===== src/fccsw_pkg.sv =====
// Package for the FAT cluster chain sector walker.
// Holds the command, table-type, result and state codes, the control and status structs
// and the channel widths. It depends on nothing else.
package fccsw_pkg;

    localparam int TABLE_BYTES_DEF = 8192;

    localparam int CMD_W     = 2;
    localparam int INDEX_W   = 13;
    localparam int VALUE_W   = 8;
    localparam int CLUSTER_W = 28;
    localparam int LBA_W     = 32;
    localparam int STATUS_W  = 2;
    localparam int SIC_W     = 7;
    localparam int SPC_W     = 8;
    localparam int OFF_W     = 30;
    localparam int CFG_IDX_W = 2;
    localparam int CFG_W     = 32;
    localparam int S_DATA_W  = 56;
    localparam int M_DATA_W  = 40;

    localparam logic [CLUSTER_W-1:0] EOC12 = 28'h0000FF8;
    localparam logic [CLUSTER_W-1:0] EOC16 = 28'h000FFF8;
    localparam logic [CLUSTER_W-1:0] EOC32 = 28'hFFFFFF8;

    typedef enum logic [CMD_W-1:0] {
        CMD_LOAD  = 2'd0,
        CMD_START = 2'd1,
        CMD_NEXT  = 2'd2,
        CMD_NONE  = 2'd3
    } cmd_t;

    typedef enum logic [1:0] {
        KIND_NONE  = 2'd0,
        KIND_FAT12 = 2'd1,
        KIND_FAT16 = 2'd2,
        KIND_FAT32 = 2'd3
    } kind_t;

    typedef enum logic [STATUS_W-1:0] {
        RES_OK    = 2'd0,
        RES_END   = 2'd1,
        RES_RANGE = 2'd2
    } res_t;

    typedef enum logic [CFG_IDX_W-1:0] {
        CFG_KIND  = 2'd0,
        CFG_SPC   = 2'd1,
        CFG_DSTART = 2'd2
    } cfg_idx_t;

    typedef enum logic [2:0] {
        S_IDLE,
        S_DECODE,
        S_RANGE,
        S_READ,
        S_EVAL,
        S_MUL,
        S_ADD,
        S_DONE
    } state_t;

    typedef struct packed {
        logic capture;
        logic load;
        logic start;
        logic step;
        logic kind_end;
        logic offset_latch;
        logic range_err;
        logic read;
        logic eval;
        logic mul;
        logic add;
        logic zero_lba;
        logic out_load;
    } ctrl_cmd_t;

    typedef struct packed {
        cmd_t cmd;
        logic wrap;
        logic kind_unknown;
        logic range_bad;
        logic last_byte;
        logic out_free;
    } dp_stat_t;

    // Sectors per cluster with zero read as one and anything above 128 read as 128.
    function automatic logic [SPC_W-1:0] spc_clamp(input logic [SPC_W-1:0] spc);
        logic [SPC_W-1:0] r;
        r = spc;
        if (spc == 8'd0) begin
            r = 8'd1;
        end else if (spc > 8'd128) begin
            r = 8'd128;
        end
        return r;
    endfunction

endpackage


===== src/fccsw_ctrl.sv =====
// Controller state machine of the FAT cluster chain sector walker.
// Sequences one item at a time through decode, table reads, address arithmetic and output.
// Depends on fccsw_pkg.
module fccsw_ctrl
    import fccsw_pkg::*;
(
    input  logic      aclk,
    input  logic      aresetn,
    input  logic      s_tvalid,
    output logic      s_tready,
    input  dp_stat_t  stat,
    output ctrl_cmd_t cmd
);

    state_t state_reg;
    state_t state_next;

    always_ff @(posedge aclk) begin
        if (!aresetn) begin
            state_reg <= S_IDLE;
        end else begin
            state_reg <= state_next;
        end
    end

    always_comb begin
        state_next = state_reg;
        case (state_reg)
            S_IDLE: begin
                if (s_tvalid) begin
                    state_next = S_DECODE;
                end
            end
            S_DECODE: begin
                case (stat.cmd)
                    CMD_START: state_next = S_MUL;
                    CMD_NEXT: begin
                        if (!stat.wrap || stat.kind_unknown) begin
                            state_next = S_MUL;
                        end else begin
                            state_next = S_RANGE;
                        end
                    end
                    default: state_next = S_DONE;
                endcase
            end
            S_RANGE: begin
                if (stat.range_bad) begin
                    state_next = S_MUL;
                end else begin
                    state_next = S_READ;
                end
            end
            S_READ: begin
                if (stat.last_byte) begin
                    state_next = S_EVAL;
                end
            end
            S_EVAL: state_next = S_MUL;
            S_MUL:  state_next = S_ADD;
            S_ADD:  state_next = S_DONE;
            S_DONE: begin
                if (stat.out_free) begin
                    state_next = S_IDLE;
                end
            end
            default: state_next = S_IDLE;
        endcase
    end

    always_comb begin
        cmd      = '0;
        s_tready = 1'b0;
        case (state_reg)
            S_IDLE: begin
                s_tready    = 1'b1;
                cmd.capture = s_tvalid;
            end
            S_DECODE: begin
                case (stat.cmd)
                    CMD_LOAD: begin
                        cmd.load     = 1'b1;
                        cmd.zero_lba = 1'b1;
                    end
                    CMD_START: cmd.start = 1'b1;
                    CMD_NEXT: begin
                        cmd.step = 1'b1;
                        if (stat.wrap && stat.kind_unknown) begin
                            cmd.kind_end = 1'b1;
                        end else if (stat.wrap) begin
                            cmd.offset_latch = 1'b1;
                        end
                    end
                    default: cmd.zero_lba = 1'b1;
                endcase
            end
            S_RANGE: cmd.range_err = stat.range_bad;
            S_READ:  cmd.read = 1'b1;
            S_EVAL:  cmd.eval = 1'b1;
            S_MUL:   cmd.mul = 1'b1;
            S_ADD:   cmd.add = 1'b1;
            S_DONE:  cmd.out_load = stat.out_free;
            default: cmd = '0;
        endcase
    end

endmodule


===== config.mk =====
export PLATFORM = sky130hd
export DESIGN_NAME = fccsw_ctrl
export DESIGN_NICKNAME = d
export VERILOG_FILES = /design/src/fccsw_pkg.sv /design/src/fccsw_ctrl.sv
export SDC_FILE = /design/constraint.sdc
export NUM_CORES = 1
export LEC_CHECK = 0
export BUFFER_PORTS_ARGS = -buffer_cell sky130_fd_sc_hd__buf_2
export CAP_MARGIN = 5
export CORE_AREA = 3 3 40 42
export CTS_BUF_LIST = sky130_fd_sc_hd__clkbuf_4 sky130_fd_sc_hd__clkbuf_8
export DETAILED_ROUTE_END_ITERATION = 8
export DIE_AREA = 0 0 43 45
export PLACE_DENSITY = 0.69
export SETUP_SLACK_MARGIN = 0.15
export SYNTH_ARGS = -nofsm -noshare
export SYNTH_HDL_FRONTEND = slang
export SYNTH_SLANG_ARGS = --single-unit

===== constraint.sdc =====
create_clock -name aclk -period 1.7 [get_ports aclk]
set_input_delay 0.255 -clock aclk [delete_from_list [all_inputs] [get_ports aclk]]
set_output_delay 0.255 -clock aclk [all_outputs]
set_load 0.005 [all_outputs]

# Yosys cells after proc, flatten, opt, wreduce, memory -nomap -nowiden
# Cells that the tools add are included.
# classes
n_mux	24
mul	0
shifts	0
addsub	0
eq_ne	12
div	0
bitwise_logic	0
n_lt_le_gt_ge	0
n_reduce_logical	7
# op_table
cell	count
$pmux W3 S8	1
$mux W3	6
$mux W1	15
$eq A3 B3 Y1 const B	4
$eq A3 B2 Y1 const B	2
$ne A2 B2 Y1 const B	3
$pmux W3 S2	1
$mux W5	1
$eq A3 B1 Y1 const B	1
$logic_not A3 Y1	1
$reduce_and A3 Y1	1
$eq A2 B1 Y1 const B	1
$eq A2 B2 Y1 const B	1
$logic_not A2 Y1	1
$reduce_or A2 Y1	1
$logic_and A1 B1 Y1	1
$logic_not A1 Y1	1
$logic_or A1 B1 Y1	1
# totals
inputBits	10
wordCells	44
memories	0
ramBits	0
latch_bits	0
rom_bits	0
out_inout_bits	14
regBits	3

# Longest topological paths before layout
# logic_depth
word_depth	5
ltp_mapped	6
mapped_depth_nobuf	6

# Worst setup path before layout
# No wires, ideal clock.
# synth_path
kind	reg-to-output
start	reg state_reg[2]
end	out cmd[8] (netlist name)
arrival_time_ps	930
path_stages_with_launch	5
path_slack_ps	515
required_ps	1445
cell_sequence	dfxtp_1 nor3b_2 nand2_2 inv_2 and3_1
# synth_lines
element	line_no	rtl
start, declared	fccsw_ctrl.sv:15	state_t state_reg;
start signal, assigned	fccsw_ctrl.sv:22	state_reg <= state_next;
end, declared	fccsw_ctrl.sv:12	output ctrl_cmd_t cmd

==> summary.md <==
| Metric | Value |
|---|---|
| Fin. Hold Viols | `0` |
| Worst Path Arrival | `1.23 ns` |
| YS warnings | `0` |
| Clock buffer count from CTS | `3` |
| HPWL Detailed | `744 um` |
| Worst slew pin tran | `0.235 ns` |
| N_diodes | `0` |
| Post-placement cell count | `91` |
| Bufs and invs on worst path | `2` |
| CP max stage cell | `dfxtp_1` |
| Clk_lat worst skew | `0.23 ns` |
| Cts hold-fix bufs | `0` |
| Setup slack at placement | `0.397 ns` |
| Cell family with most CP delay | `simple AND/OR/NAND/NOR gates` |
| Top cells by area, synth | `dfxtp_1 (15%), ha_1 (9.3%), nand2b_1 (6.2%), and2_1 (4.7%), and3b_1 (4.4%)` |
| Post-synth EDFFs | `0` |
| Max Clk Rate | `672 MHz` |
| Wire per inst | `9.78 um` |
| Max_cap viols | `0` |
| Max reg flops | `3` |
| Initial antenna violation count | `0` |
| Min Tclk post-route | `1.49 ns` |
| Cell leakage power | `0.316 nW` |
| Synth top area share | `0.150` |
| Max_slew headroom | `0.843` |
| Largest area contributor in the netlist | `dfxtp_1` |
| CTS Sinks | `3` |
| Largest net degree at the start of global routing | `14` |
| Max Slew Vio Count | `0` |
| Clock transition at path regs | `0.04 ns` |
| GP Congestion | `0.746` |
| Worst Path Required | `1.44 ns` |
| Status | `completed` |
| Area grow syn2layout | `46.7%` |
| Worst R2R Path Depth | `5` |
| Vias per inst | `4.67` |
| Top cells by count, synth | `nand2b_1 (4), nor2_1 (4)` |
| Core area | `1280 um^2` |
| CTS H-tree depth | `1` |
| Path category of the worst min-delay check | `primary input to flip-flop` |
| WS Path Type | `flip-flop to output pin` |
| IO buf count | `23` |
| Share of cells above drive strength 1 | `0.519` |
| Row count | `13` |
| Unrepaired setup endpoints after global routing | `yes` |
| Drt drc | `0` |
| Post-route ant nets | `0` |
| Initial Util | `0.313` |
| Ports | `24` |
| Final setup margin | `0.212 ns` |
| Setup tns final | `0 ns` |
| CTS tree | `built` |
| Pwr Total | `0.000401 W` |
| Worst path cell trace | `buf_4 > nand2b_1 > nor3b_2 > buf_2` |
| Synthesized cell area | `402 um^2` |
| Seq cells post-synth | `3` |
| Fin crit share | `0.875` |
| Drt first pass iters | `3` |
| Global Route Usage Sum | `0.0973` |
| Layout Cells excl Fill | `96` |
| Crit. End Element | `output pin` |
| Top_reg_cell synth | `dfxtp_1` |
| Ys async rst share | `0` |
| Vias in the first global route | `375` |
| Synth unique cells | `32` |
| Footprint of the multi-input gates | `318 um^2` |
| Slowest stage delay, CP | `0.33 ns` |
| Final Setup Violations | `0` |
| Total Routed Length | `939 um` |
| Fillers | `143` |
| Syn nets | `66` |
| Die area | `1940 um^2` |
| Clk buf depth | `2` |
| Max Fanout on Critical Path | `13` |
| Power Density | `681 nW/um^2` |
| Critical Path Stages | `4` |
| Seq/Total Area, Yosys | `0.150` |
| Global-route wire length before repair | `1480 um` |
| Die Y | `45 um` |
| Core Util, Final | `0.459` |
| Worst Skew | `0.00253 ns` |
| Routed vias | `448` |
| VDD IR max | `344 uV` |
| Startpoint types | `flip-flop` |
| Reg area | `62.6 um^2` |
| Die width | `43 um` |
| Worst hold stages | `2` |
| Syn Area/Cell | `7.58 um^2` |
| Initial DRC count | `1` |
| Layout Nets | `95` |
| Synthesized instance count | `53` |
| Clk root buf | `clkbuf_4` |
| Total gr overflow | `0` |
cell usage in the layout, fill, tap and decap left out, types with 2 or more instances in the layout:
cell      count
a21oi_1       3
and2_1        3
and3b_1       2
buf_2        23
buf_4         4
clkbuf_4      4
dfxtp_2       2
ha_1          3
inv_1         3
nand2_1       3
nand2b_1      4
nor2_1        4
power breakdown:
group          switching (W)  internal, W  total [W]
logic              0.0000849    0.0000890   0.000174
clock network      0.0000364     0.000104   0.000140
registers         0.00000654    0.0000806  0.0000871
total               0.000128     0.000273   0.000401
layout make-up:
type | count | area share
multi-input cells | 43 | 0.539
well taps | 15 | 0.0318
flip-flops and latches | 3 | 0.106
inverters | 4 | 0.0255
repair buffers | 27 | 0.246
clock buffers | 4 | 0.0510
cell families (layout without fill, tap and decap cells):
logic type,Yosys count,in the layout,synth area share
AO/OA/AOI/OAI,14,14,0.259
adder cells (fa/ha/maj),3,3,0.0935
buffers and inverters,7,35,0.0872
flip-flops,3,3,0.150
multiplexers,1,1,0.0249
AND/OR/NAND/NOR,25,25,0.386
path summary, 6_finish.rpt:
| check | slack [ns] | endpoint | start |
|---|---|---|---|
| setup reg to reg | 0.48 | state_reg[1] | state_reg[2] |
| setup / recovery | 0.21 | cmd[6] | state_reg[2] |
| hold reg to reg | 0.59 | state_reg[0] | state_reg[1] |
| hold / removal | 0.31 | state_reg[1] | aresetn |
worst reg2reg max path: stages, from the launching register on:
cell and delay (ns):
dfxtp_1 0.33, buf_4 0.19, nand2b_1 0.18, a21oi_1 0.18
a211oi_2 0.05, a31o_1 0.19
timing repair:
item	4_1_cts	5_1_grt
buffers inserted	0	1
setup endpoints to repair	1	2
pin swaps	0	2
resized for setup	1	3
per-stage QoR:
| step | area, um^2 | hold slack (ns) |
|---|---|---|
| after floorplan | 402 | 0.389 |
| after detailed placement | 538 | 0.552 |
| after global routing | 589 | 0.316 |
| final | 589 | 0.309 |
| after CTS | 574 | 0.307 |
| after global placement | 538 | 0.548 |
metal layers:
layer / up-vias / track usage / share of wire
met4: 0 / 0.0181 / 0
met2: 20 / 0.171 / 0.45
met5: - / 0 / 0
li1: 238 / - / -
met1: 190 / 0.120 / 0.45
met3: 0 / 0.0279 / 0.10
(Power assumes the default switching activity.)
